==> config.mk <==
export PLATFORM = sky130hd
export DESIGN_NAME = i2c_slave_buffer_engine_top
export DESIGN_NICKNAME = d
export VERILOG_FILES = /design/src/hdl/i2c_sbe_pkg.sv /design/src/hdl/i2c_sbe_ram.sv /design/src/hdl/i2c_slave_buffer_engine_top.sv
export VERILOG_INCLUDE_DIRS = /design/src /design/src/hdl
export SDC_FILE = /design/constraint.sdc
export NUM_CORES = 1
export LEC_CHECK = 0
export BUFFER_PORTS_ARGS = -buffer_cell sky130_fd_sc_hd__buf_4
export CAP_MARGIN = 15
export CORE_MARGIN = 2
export CORE_UTILIZATION = 55
export CTS_CLUSTER_DIAMETER = 50
export DETAILED_ROUTE_END_ITERATION = 16
export PLACE_DENSITY = 0.81
export SLEW_MARGIN = 30
export SYNTH_ARGS = -nofsm -noshare
export SYNTH_HDL_FRONTEND = slang
export SYNTH_SLANG_ARGS = --single-unit
==> constraint.sdc <==
create_clock -name clk_i -period 6.8 [get_ports clk_i]
set_input_delay 0.68 -clock clk_i [delete_from_list [all_inputs] [get_ports clk_i]]
set_output_delay 0.68 -clock clk_i [all_outputs]
set_load 0.02 [all_outputs]
==> src/hdl/assert_macros.svh <==
// ----------------------------------------------------------------------------
// assert_macros.svh
// concurrent assertion helpers used by the i2c slave buffer engine top
// ----------------------------------------------------------------------------
`ifndef ASSERT_MACROS_SVH
`define ASSERT_MACROS_SVH

// property checked on every rising clock edge outside reset
`define SBE_ASSERT(lbl, clk, rst_n, prop, msg) \
  lbl: assert property (@(posedge clk) disable iff (!rst_n) (prop)) else $error(msg);

// condition in one cycle implies a condition in the next cycle
`define SBE_ASSERT_NEXT(lbl, clk, rst_n, pre, post, msg) \
  lbl: assert property (@(posedge clk) disable iff (!rst_n) (pre) |=> (post)) \
    else $error(msg);

`endif

==> src/hdl/i2c_sbe_pkg.sv <==
// ----------------------------------------------------------------------------
// i2c_sbe_pkg
// types and constants of the i2c slave buffer engine
// ----------------------------------------------------------------------------
package i2c_sbe_pkg;

  localparam int unsigned LEVEL_W = 7;

  // item kinds
  localparam logic [1:0] OP_EVENT = 2'd0;
  localparam logic [1:0] OP_PUSH  = 2'd1;
  localparam logic [1:0] OP_POP   = 2'd2;
  localparam logic [1:0] OP_TICK  = 2'd3;

  // configuration register indexes
  localparam logic [1:0] CFG_SIXTEEN_BIT   = 2'd0;
  localparam logic [1:0] CFG_CLEAR_ON_END  = 2'd1;
  localparam logic [1:0] CFG_TIMEOUT_LIMIT = 2'd2;

  localparam logic [7:0] TIMEOUT_RESET = 8'd50;

  // slave status codes, low three bits masked off
  localparam logic [7:0] ST_NO_INFO     = 8'hF8;
  localparam logic [7:0] ST_ADDR_W      = 8'h60;
  localparam logic [7:0] ST_GCALL_W     = 8'h70;
  localparam logic [7:0] ST_DATA_ACK    = 8'h80;
  localparam logic [7:0] ST_DATA_NACK   = 8'h88;
  localparam logic [7:0] ST_GDATA_ACK   = 8'h90;
  localparam logic [7:0] ST_GDATA_NACK  = 8'h98;
  localparam logic [7:0] ST_STOP        = 8'hA0;
  localparam logic [7:0] ST_ADDR_R      = 8'hA8;
  localparam logic [7:0] ST_TX_ACK      = 8'hB8;
  localparam logic [7:0] ST_TX_NACK     = 8'hC0;
  localparam logic [7:0] ST_TX_LAST     = 8'hC8;

  typedef struct packed {
    logic [1:0] op;
    logic [7:0] status_code;
    logic [7:0] data_byte;
  } in_item_t;

  typedef struct packed {
    logic [7:0]         tx_byte;
    logic               tx_loaded;
    logic               ack_enable;
    logic               bus_restart;
    logic               bus_reset;
    logic [7:0]         rx_byte;
    logic               rx_valid;
    logic [LEVEL_W-1:0] rx_level;
    logic [LEVEL_W-1:0] tx_level;
    logic               rx_overflow;
    logic               tx_overflow;
  } out_item_t;

endpackage

==> src/hdl/i2c_sbe_ram.sv <==
// ----------------------------------------------------------------------------
// i2c_sbe_ram
// simple dual port ram, one write port, one read port with registered data
// ----------------------------------------------------------------------------
module i2c_sbe_ram #(
  parameter int unsigned WIDTH = 8,
  parameter int unsigned DEPTH = 64
) (
  input  logic                     clk_i,
  input  logic                     we_i,
  input  logic [$clog2(DEPTH)-1:0] waddr_i,
  input  logic [WIDTH-1:0]         wdata_i,
  input  logic                     re_i,
  input  logic [$clog2(DEPTH)-1:0] raddr_i,
  output logic [WIDTH-1:0]         rdata_o
);

  logic [WIDTH-1:0] mem_q [DEPTH];
  logic [WIDTH-1:0] rdata_q;

  // write port
  always_ff @(posedge clk_i) begin
    if (we_i) begin
      mem_q[waddr_i] <= wdata_i;
    end
  end

  // registered read port
  always_ff @(posedge clk_i) begin
    if (re_i) begin
      rdata_q <= mem_q[raddr_i];
    end
  end

  assign rdata_o = rdata_q;

endmodule

==> src/hdl/i2c_slave_buffer_engine_top.sv <==
// ----------------------------------------------------------------------------
// i2c_slave_buffer_engine_top
// status driven i2c slave buffer engine with receive and transmit fifos
// ----------------------------------------------------------------------------
// Usage:
//   Items enter on in_item_i under in_valid_i / in_stall_o; each item is a bus
//   status event, a host push, a host pop or a tick. Every item gives exactly
//   one result on out_item_o under out_valid_o / out_stall_i.
//   Configuration is written through cfg_we_i / cfg_idx_i / cfg_data_i while
//   the block is idle.
//   Results are registered; a pop or a transmit request that takes a byte
//   from a fifo reads the memory first and then merges the read data in.
//   Throughput: one item per cycle unless the output stalls; no new item is
//   taken while a fifo read is pending in the registered memory read port.
//   Reset: both fifos come up empty with no clearing pass (the memories are
//   not cleared), acknowledge enabled, idle count zero, configuration at its
//   defaults.
//   A stalled result holds in the output register and the input stalls until
//   the result is taken or is being taken in the same cycle.
// ----------------------------------------------------------------------------
`include "assert_macros.svh"

module i2c_slave_buffer_engine_top
  import i2c_sbe_pkg::*;
#(
  parameter int unsigned RX_DEPTH = 64,
  parameter int unsigned TX_DEPTH = 64
) (
  input  logic      clk_i,
  input  logic      rst_ni,
  input  logic      cfg_we_i,
  input  logic [1:0] cfg_idx_i,
  input  logic [7:0] cfg_data_i,
  input  logic      in_valid_i,
  output logic      in_stall_o,
  input  in_item_t  in_item_i,
  output logic      out_valid_o,
  input  logic      out_stall_i,
  output out_item_t out_item_o
);

  localparam int unsigned RX_AW = $clog2(RX_DEPTH);
  localparam int unsigned TX_AW = $clog2(TX_DEPTH);
  localparam int unsigned RX_CW = $clog2(RX_DEPTH + 1);
  localparam int unsigned TX_CW = $clog2(TX_DEPTH + 1);

  // configuration registers
  logic       sixteen_bit_q;
  logic       clear_on_end_q;
  logic [7:0] timeout_limit_q;

  // control state
  logic             ack_on_q, ack_on_d;
  logic             pad_zero_q, pad_zero_d;
  logic [7:0]       idle_q, idle_d;
  logic [RX_AW-1:0] rx_head_q, rx_head_d, rx_tail_q, rx_tail_d;
  logic [RX_CW-1:0] rx_cnt_q, rx_cnt_d;
  logic [TX_AW-1:0] tx_head_q, tx_head_d, tx_tail_q, tx_tail_d;
  logic [TX_CW-1:0] tx_cnt_q, tx_cnt_d;

  // pending read and output register
  logic      rd_pend_q, rd_pend_d;
  logic      rd_tx_q, rd_tx_d;
  out_item_t pend_q;
  logic      out_valid_q, out_valid_d;
  out_item_t out_q, out_d;

  // step results
  out_item_t  step_res;
  logic       rd_need;
  logic [7:0] st_code;
  logic       accept;

  // memory ports
  logic       rx_we, rx_re, tx_we, tx_re;
  logic [7:0] rx_rdata, tx_rdata;

  assign in_stall_o = rd_pend_q | (out_valid_q & out_stall_i);
  assign accept     = in_valid_i & ~in_stall_o;
  assign st_code    = {in_item_i.status_code[7:3], 3'b000};

  // configuration writes
  always_ff @(posedge clk_i or negedge rst_ni) begin
    if (!rst_ni) begin
      sixteen_bit_q   <= 1'b1;
      clear_on_end_q  <= 1'b0;
      timeout_limit_q <= TIMEOUT_RESET;
    end else if (cfg_we_i) begin
      case (cfg_idx_i)
        CFG_SIXTEEN_BIT:   sixteen_bit_q   <= cfg_data_i[0];
        CFG_CLEAR_ON_END:  clear_on_end_q  <= cfg_data_i[0];
        CFG_TIMEOUT_LIMIT: timeout_limit_q <= cfg_data_i;
        default: ;
      endcase
    end
  end

  // step logic: state update, memory access and result of one item
  always_comb begin
    ack_on_d   = ack_on_q;
    pad_zero_d = pad_zero_q;
    idle_d     = idle_q;
    rx_head_d  = rx_head_q;
    rx_tail_d  = rx_tail_q;
    rx_cnt_d   = rx_cnt_q;
    tx_head_d  = tx_head_q;
    tx_tail_d  = tx_tail_q;
    tx_cnt_d   = tx_cnt_q;
    rx_we      = 1'b0;
    rx_re      = 1'b0;
    tx_we      = 1'b0;
    tx_re      = 1'b0;
    rd_need    = 1'b0;
    rd_tx_d    = 1'b0;
    step_res   = '0;

    case (in_item_i.op)
      OP_EVENT: begin
        idle_d   = '0;
        ack_on_d = 1'b1;
        case (st_code) inside
          ST_NO_INFO, ST_ADDR_W, ST_GCALL_W, ST_DATA_NACK, ST_GDATA_NACK,
          ST_STOP: ;
          ST_DATA_ACK, ST_GDATA_ACK: begin
            if (rx_cnt_q == RX_CW'(RX_DEPTH)) begin
              step_res.rx_overflow = 1'b1;
            end else begin
              rx_we     = 1'b1;
              rx_tail_d = (rx_tail_q == RX_AW'(RX_DEPTH - 1)) ? '0
                          : rx_tail_q + RX_AW'(1);
              rx_cnt_d  = rx_cnt_q + RX_CW'(1);
            end
          end
          ST_ADDR_R, ST_TX_ACK: begin
            step_res.tx_loaded = 1'b1;
            if (pad_zero_q && sixteen_bit_q) begin
              pad_zero_d = 1'b0;
            end else if (tx_cnt_q != '0) begin
              tx_re     = 1'b1;
              rd_need   = 1'b1;
              rd_tx_d   = 1'b1;
              tx_head_d = (tx_head_q == TX_AW'(TX_DEPTH - 1)) ? '0
                          : tx_head_q + TX_AW'(1);
              tx_cnt_d  = tx_cnt_q - TX_CW'(1);
            end else begin
              pad_zero_d = 1'b1;
            end
          end
          ST_TX_NACK, ST_TX_LAST: begin
            if (clear_on_end_q) begin
              rx_head_d = '0;
              rx_tail_d = '0;
              rx_cnt_d  = '0;
              tx_head_d = '0;
              tx_tail_d = '0;
              tx_cnt_d  = '0;
            end
          end
          default: ack_on_d = 1'b0;
        endcase
      end
      OP_PUSH: begin
        if (tx_cnt_q == TX_CW'(TX_DEPTH)) begin
          step_res.tx_overflow = 1'b1;
        end else begin
          tx_we     = 1'b1;
          tx_tail_d = (tx_tail_q == TX_AW'(TX_DEPTH - 1)) ? '0
                      : tx_tail_q + TX_AW'(1);
          tx_cnt_d  = tx_cnt_q + TX_CW'(1);
        end
      end
      OP_POP: begin
        if (rx_cnt_q != '0) begin
          rx_re             = 1'b1;
          rd_need           = 1'b1;
          step_res.rx_valid = 1'b1;
          rx_head_d = (rx_head_q == RX_AW'(RX_DEPTH - 1)) ? '0
                      : rx_head_q + RX_AW'(1);
          rx_cnt_d  = rx_cnt_q - RX_CW'(1);
        end
      end
      OP_TICK: begin
        if (!ack_on_q) begin
          ack_on_d             = 1'b1;
          step_res.bus_restart = 1'b1;
        end else if (st_code == ST_NO_INFO) begin
          if (idle_q > timeout_limit_q) begin
            step_res.bus_reset = 1'b1;
            ack_on_d           = 1'b0;
            idle_d             = '0;
          end else begin
            idle_d = idle_q + 8'd1;
          end
        end
      end
      default: ;
    endcase

    step_res.ack_enable = ack_on_d;
    step_res.rx_level   = LEVEL_W'(rx_cnt_d);
    step_res.tx_level   = LEVEL_W'(tx_cnt_d);

    // memory enables only on an accepted item
    rx_we = rx_we & accept;
    rx_re = rx_re & accept;
    tx_we = tx_we & accept;
    tx_re = tx_re & accept;
  end

  // fifo memories
  i2c_sbe_ram #(
    .WIDTH(8),
    .DEPTH(RX_DEPTH)
  ) u_rx_ram (
    .clk_i  (clk_i),
    .we_i   (rx_we),
    .waddr_i(rx_tail_q),
    .wdata_i(in_item_i.data_byte),
    .re_i   (rx_re),
    .raddr_i(rx_head_q),
    .rdata_o(rx_rdata)
  );

  i2c_sbe_ram #(
    .WIDTH(8),
    .DEPTH(TX_DEPTH)
  ) u_tx_ram (
    .clk_i  (clk_i),
    .we_i   (tx_we),
    .waddr_i(tx_tail_q),
    .wdata_i(in_item_i.data_byte),
    .re_i   (tx_re),
    .raddr_i(tx_head_q),
    .rdata_o(tx_rdata)
  );

  // output register control and read data merge
  always_comb begin
    out_valid_d = out_valid_q;
    out_d       = out_q;
    rd_pend_d   = 1'b0;
    if (rd_pend_q) begin
      out_valid_d = 1'b1;
      out_d       = pend_q;
      if (rd_tx_q) begin
        out_d.tx_byte = tx_rdata;
      end else begin
        out_d.rx_byte = rx_rdata;
      end
    end else if (accept) begin
      rd_pend_d   = rd_need;
      out_valid_d = ~rd_need;
      out_d       = step_res;
    end else if (out_valid_q && !out_stall_i) begin
      out_valid_d = 1'b0;
    end
  end

  // control state registers
  always_ff @(posedge clk_i or negedge rst_ni) begin
    if (!rst_ni) begin
      ack_on_q    <= 1'b1;
      pad_zero_q  <= 1'b0;
      idle_q      <= '0;
      rx_head_q   <= '0;
      rx_tail_q   <= '0;
      rx_cnt_q    <= '0;
      tx_head_q   <= '0;
      tx_tail_q   <= '0;
      tx_cnt_q    <= '0;
      rd_pend_q   <= 1'b0;
      rd_tx_q     <= 1'b0;
      out_valid_q <= 1'b0;
    end else begin
      rd_pend_q   <= rd_pend_d;
      out_valid_q <= out_valid_d;
      if (accept) begin
        ack_on_q   <= ack_on_d;
        pad_zero_q <= pad_zero_d;
        idle_q     <= idle_d;
        rx_head_q  <= rx_head_d;
        rx_tail_q  <= rx_tail_d;
        rx_cnt_q   <= rx_cnt_d;
        tx_head_q  <= tx_head_d;
        tx_tail_q  <= tx_tail_d;
        tx_cnt_q   <= tx_cnt_d;
        rd_tx_q    <= rd_tx_d;
      end
    end
  end

  // payload registers
  always_ff @(posedge clk_i) begin
    out_q <= out_d;
    if (accept) begin
      pend_q <= step_res;
    end
  end

  assign out_valid_o = out_valid_q;
  assign out_item_o  = out_q;

  // fill counts stay within the memory depth
  `SBE_ASSERT(a_rx_cnt_range, clk_i, rst_ni, rx_cnt_q <= RX_CW'(RX_DEPTH),
    "receive fifo count beyond depth")
  `SBE_ASSERT(a_tx_cnt_range, clk_i, rst_ni, tx_cnt_q <= TX_CW'(TX_DEPTH),
    "transmit fifo count beyond depth")
  // an empty receive fifo has its pointers together
  `SBE_ASSERT(a_rx_empty_ptr, clk_i, rst_ni, (rx_cnt_q != '0) || (rx_head_q == rx_tail_q),
    "empty receive fifo with pointers apart")
  // a fifo read lands in the output register in the cycle after it is pending
  `SBE_ASSERT_NEXT(a_rd_lands, clk_i, rst_ni, rd_pend_q, out_valid_q && !rd_pend_q,
    "fifo read result not delivered")
  // a bus reset result always drops acknowledge
  `SBE_ASSERT(a_reset_drops_ack, clk_i, rst_ni,
    !(out_valid_q && out_q.bus_reset && out_q.ack_enable),
    "bus reset with acknowledge still enabled")

endmodule
==> results.tsv <==
stage	metric	value	unit
status	run status	completed	
cells_and_area	share of cells above drive strength 1	0.255	
cts	TritonCTS clock tree	yes	
timing	RSZ-0062 raised after global routing	no	
setup_path	reg2reg start	rd_pend_q	
setup_path	crit path DAT	4.18	ns
detailed_routing	via count	24800	
yosys	Syn Nets	2416	
yosys	Simple-Gate Fraction of Synth Area	0.0457	
yosys	Yosys warnings	0	
cts	Clock Tree Root	clkbuf_16	
setup_path	path depth of the worst reg2reg path	7	
yosys	flop and latch count out of synthesis	1159	
cts	H-tree Lvls	3	
detailed_routing	final WL	111	mm
detailed_routing	TritonRoute pass-1 iters	12	
timing	final hold slack	0.116	ns
timing	final setup violation count	0	
detailed_routing	# DRC	0	
placed_design	hpwl dp	60.9	mm
pwr	total power	16200	µW
timing	worst rel slew slack	0.342	
timing	FMAX	257	MHz
cells_and_area	post-route design area	51800	µm²
placed_design	RD Place Congestion	0.907	
detailed_routing	antenna-violating nets left	0	
setup_path	startpoint types	flip-flop	
setup_path	RR Endpoint	u_tx_ram.mem_q[11][5]	
yosys	syn_area_per_cell	19.8	µm²
setup_path	worst setup path end	u_tx_ram.mem_q[11][5]	
yosys	Distinct cells, synth	82	
floorplanning	initial core utilization	0.557	
detailed_routing	initial DRC count	3502	
timing	slew at the pin closest to its max-slew limit	0.983	ns
yosys	XOR/XNOR Fraction of Synth Area	0.000938	
yosys	most frequent cell after synthesis	edfxtp_1	
global_route	GRT Total Usage	0.256	
cts	Post-CTS Setup Bufs	0	
placed_design	port bufs	68	
setup_path	CP required	7.08	ns
cts	CTS buffer count	106	
yosys	Mapped Cells	2362	
floorplanning	Die X	295	µm
placed_design	Area after DPL	48200	µm²
detailed_routing	wire length per cell	30.3	µm
cts	clk slew on worst S/H paths	0.06	ns
global_route	wire length of the first global-routing pass	164	mm
yosys	Syn Std Cell Area	46700	µm²
setup_path	Crit Path Category	reg2reg	
yosys	post-synth top area share	0.706	
setup_path	Worst Setup SP	rd_pend_q	
cells_and_area	Synth-to-Final Area Change	11.0	%
yosys	async set-reset flop share out of synthesis	0.0526	
setup_path	crit path capture type	flip-flop	
timing	Max Transition Viols Final	0	
setup_path	flop2flop setup slack	2.91	ns
pwr	Worst VDD drop	0.264	mV
timing	final setup TNS	0	ns
yosys	Synth Area in Compound Gates	0.0337	
timing	min Tclk post-route	3.89	ns
cells_and_area	n_diodes	0	
floorplanning	full die area	87200	µm²
yosys	top cell type by total area after synthesis	edfxtp_1	
cts	PostCTS Resize Cnt	0	
cts	cts hold-fix bufs	0	
cts	worst skew pair latency	0.69	ns
floorplanning	IO Pins	72	
global_route	antenna violations before repair	2	
global_route	largest net degree at the start of global routing	98	
floorplanning	Core Area	83800	µm²
pwr	LEAKAGE	0.0161	µW
pwr	Power per Cell Area	313	nW/µm²
yosys	Post-synth EDFFs	1098	
cts	Clock Path Buffers	3	
yosys	most common library cells after synthesis	edfxtp_1 (1098), mux4_2 (304), nor2_1 (162)	
yosys	post-synthesis mux area share	0.159	
setup_path	CP Max Fanout	26	
cts	clk sinks	1159	
detailed_routing	vias per cell	6.77	
global_route	vias in the first global route	24900	
floorplanning	Die Ht	295	µm
run	# Max-Cap Violations	0	
timing	skew final	0.0369	ns
yosys	Synth Area in Adders	0.00563	
global_route	Overflow after GRT	0	
timing	Fin. Hold Viols	0	
yosys	ys flop type	edfxtp_1	
floorplanning	Std-Cell Rows	106	
yosys	sequential fraction of the synthesis area	0.739	
yosys	top cells by area, synth	edfxtp_1 (71%), mux4_2 (15%), dfrtp_1 (3.0%), nor2_1 (1.3%), mux2_2 (0.75%)	
timing	Final period util	0.573	
cells_and_area	Nets	2482	
yosys	combinational family with the most area after synthesis	multiplexers	
hold_path	worst min path class	in2async	
sequential cells by signal (all words and copies together) (netlist names):
register and flops:
u_rx_ram.mem_q 512, ack_on_q 1, tx_head_q 6, tx_tail_q 6
timeout_limit_q 8, u_rx_ram.rdata_o 8, rx_cnt_q 7, pend_q 21
pad_zero_q 1, rx_head_q 6, clear_on_end_q 1, idle_q 8
u_tx_ram.rdata_o 8, rd_pend_q 1, tx_cnt_q 7, out_valid_o 1
sixteen_bit_q 1, u_tx_ram.mem_q 512, rx_tail_q 6, rd_tx_q 1
out_item_o 37
worst min-delay path by stage:
| stage | from | end | slack [ns] |
|---|---|---|---|
| after global routing | rst_ni | timeout_limit_q[6] | 0.17 |
| after CTS | rst_ni | timeout_limit_q[7] | 0.13 |
| after floorplan | rst_ni | clear_on_end_q | 0.38 |
| final | rst_ni | timeout_limit_q[7] | 0.12 |
| after detailed placement | pad_zero_q | pad_zero_q | 0.49 |
| after global placement | pad_zero_q | pad_zero_q | 0.49 |
cell type report:
class	instances	area, µm²
Sequential cell	1159	34500
Timing Repair Buffer	93	762
Fill cell	5316	32000
Inverter	35	131
Multi-Input combinational cell	1033	11400
Clock buffer	123	2780
Clock inverter	77	754
Tap cell	1134	1420
per-stage QoR:
step / util / setup WS (ns) / std cells
2_1_floorplan: - / 3.60 / 2362
3_5_place_dp: 0.575 / 3.12 / 3453
6_report: 0.618 / 2.91 / 3654
3_3_place_gp: 0.575 / 3.18 / 3453
5_1_grt: 0.618 / 2.93 / 3654
4_1_cts: 0.617 / 3.10 / 3653
kinds of logic after synthesis:
kind of cell	count (synthesis)
AO/OA/AOI/OAI	231
AND/OR/NAND/NOR	419
XOR/XNOR	5
multiplexers	357
flip-flops	1159
adder cells (fa/ha/maj)	21
buffers and inverters	170
critical path, stage by stage (launching register included):
cell      delay [ns]
dfrtp_1         0.68
a21oi_1         0.38
nand2_1         0.10
buf_4           0.24
clkinv_1        0.08
and3_1          0.39
nand4b_1        0.67
nor2_1          0.95
power breakdown:
part	internal (µW)	switching (µW)
logic	819	1090
clock network	3410	2670
registers	7980	241
total	12200	4000
routing by layer:
layer  vias up  global-route usage  share of wire
li1       9864                   -              -
met4         4              0.0823          0.036
met3       321              0.0499           0.10
met2      1859               0.421           0.50
met5         -                   0        0.00024
met1     12700               0.350           0.36
cell usage in the layout, fill, tap and decap left out, types with 6 or more instances in the layout:
cell type / instances
a21o_1: 8
a21oi_1: 37
a22oi_1: 28
a31oi_1: 14
and2_1: 15
and3_1: 19
buf_4: 85
bufinv_16: 12
clkbuf_1: 13
clkbuf_16: 108
clkinv_1: 23
clkinv_2: 25
clkinvlp_4: 6
dfrtp_1: 50
edfxtp_1: 1098
ha_1: 21
inv_1: 33
mux2_2: 31
mux2i_1: 22
mux4_2: 304
nand2_1: 79
nand2b_1: 8
nand3_1: 26
nand3b_1: 14
nand4_1: 11
nand4b_1: 7
nor2_1: 162
nor2b_1: 9
nor3_1: 10
nor4_1: 8
o21ai_0: 59
o221ai_1: 17
o31ai_1: 12
or3_1: 6
or3b_2: 9
Note: power is estimated with default switching activity, not from simulation.
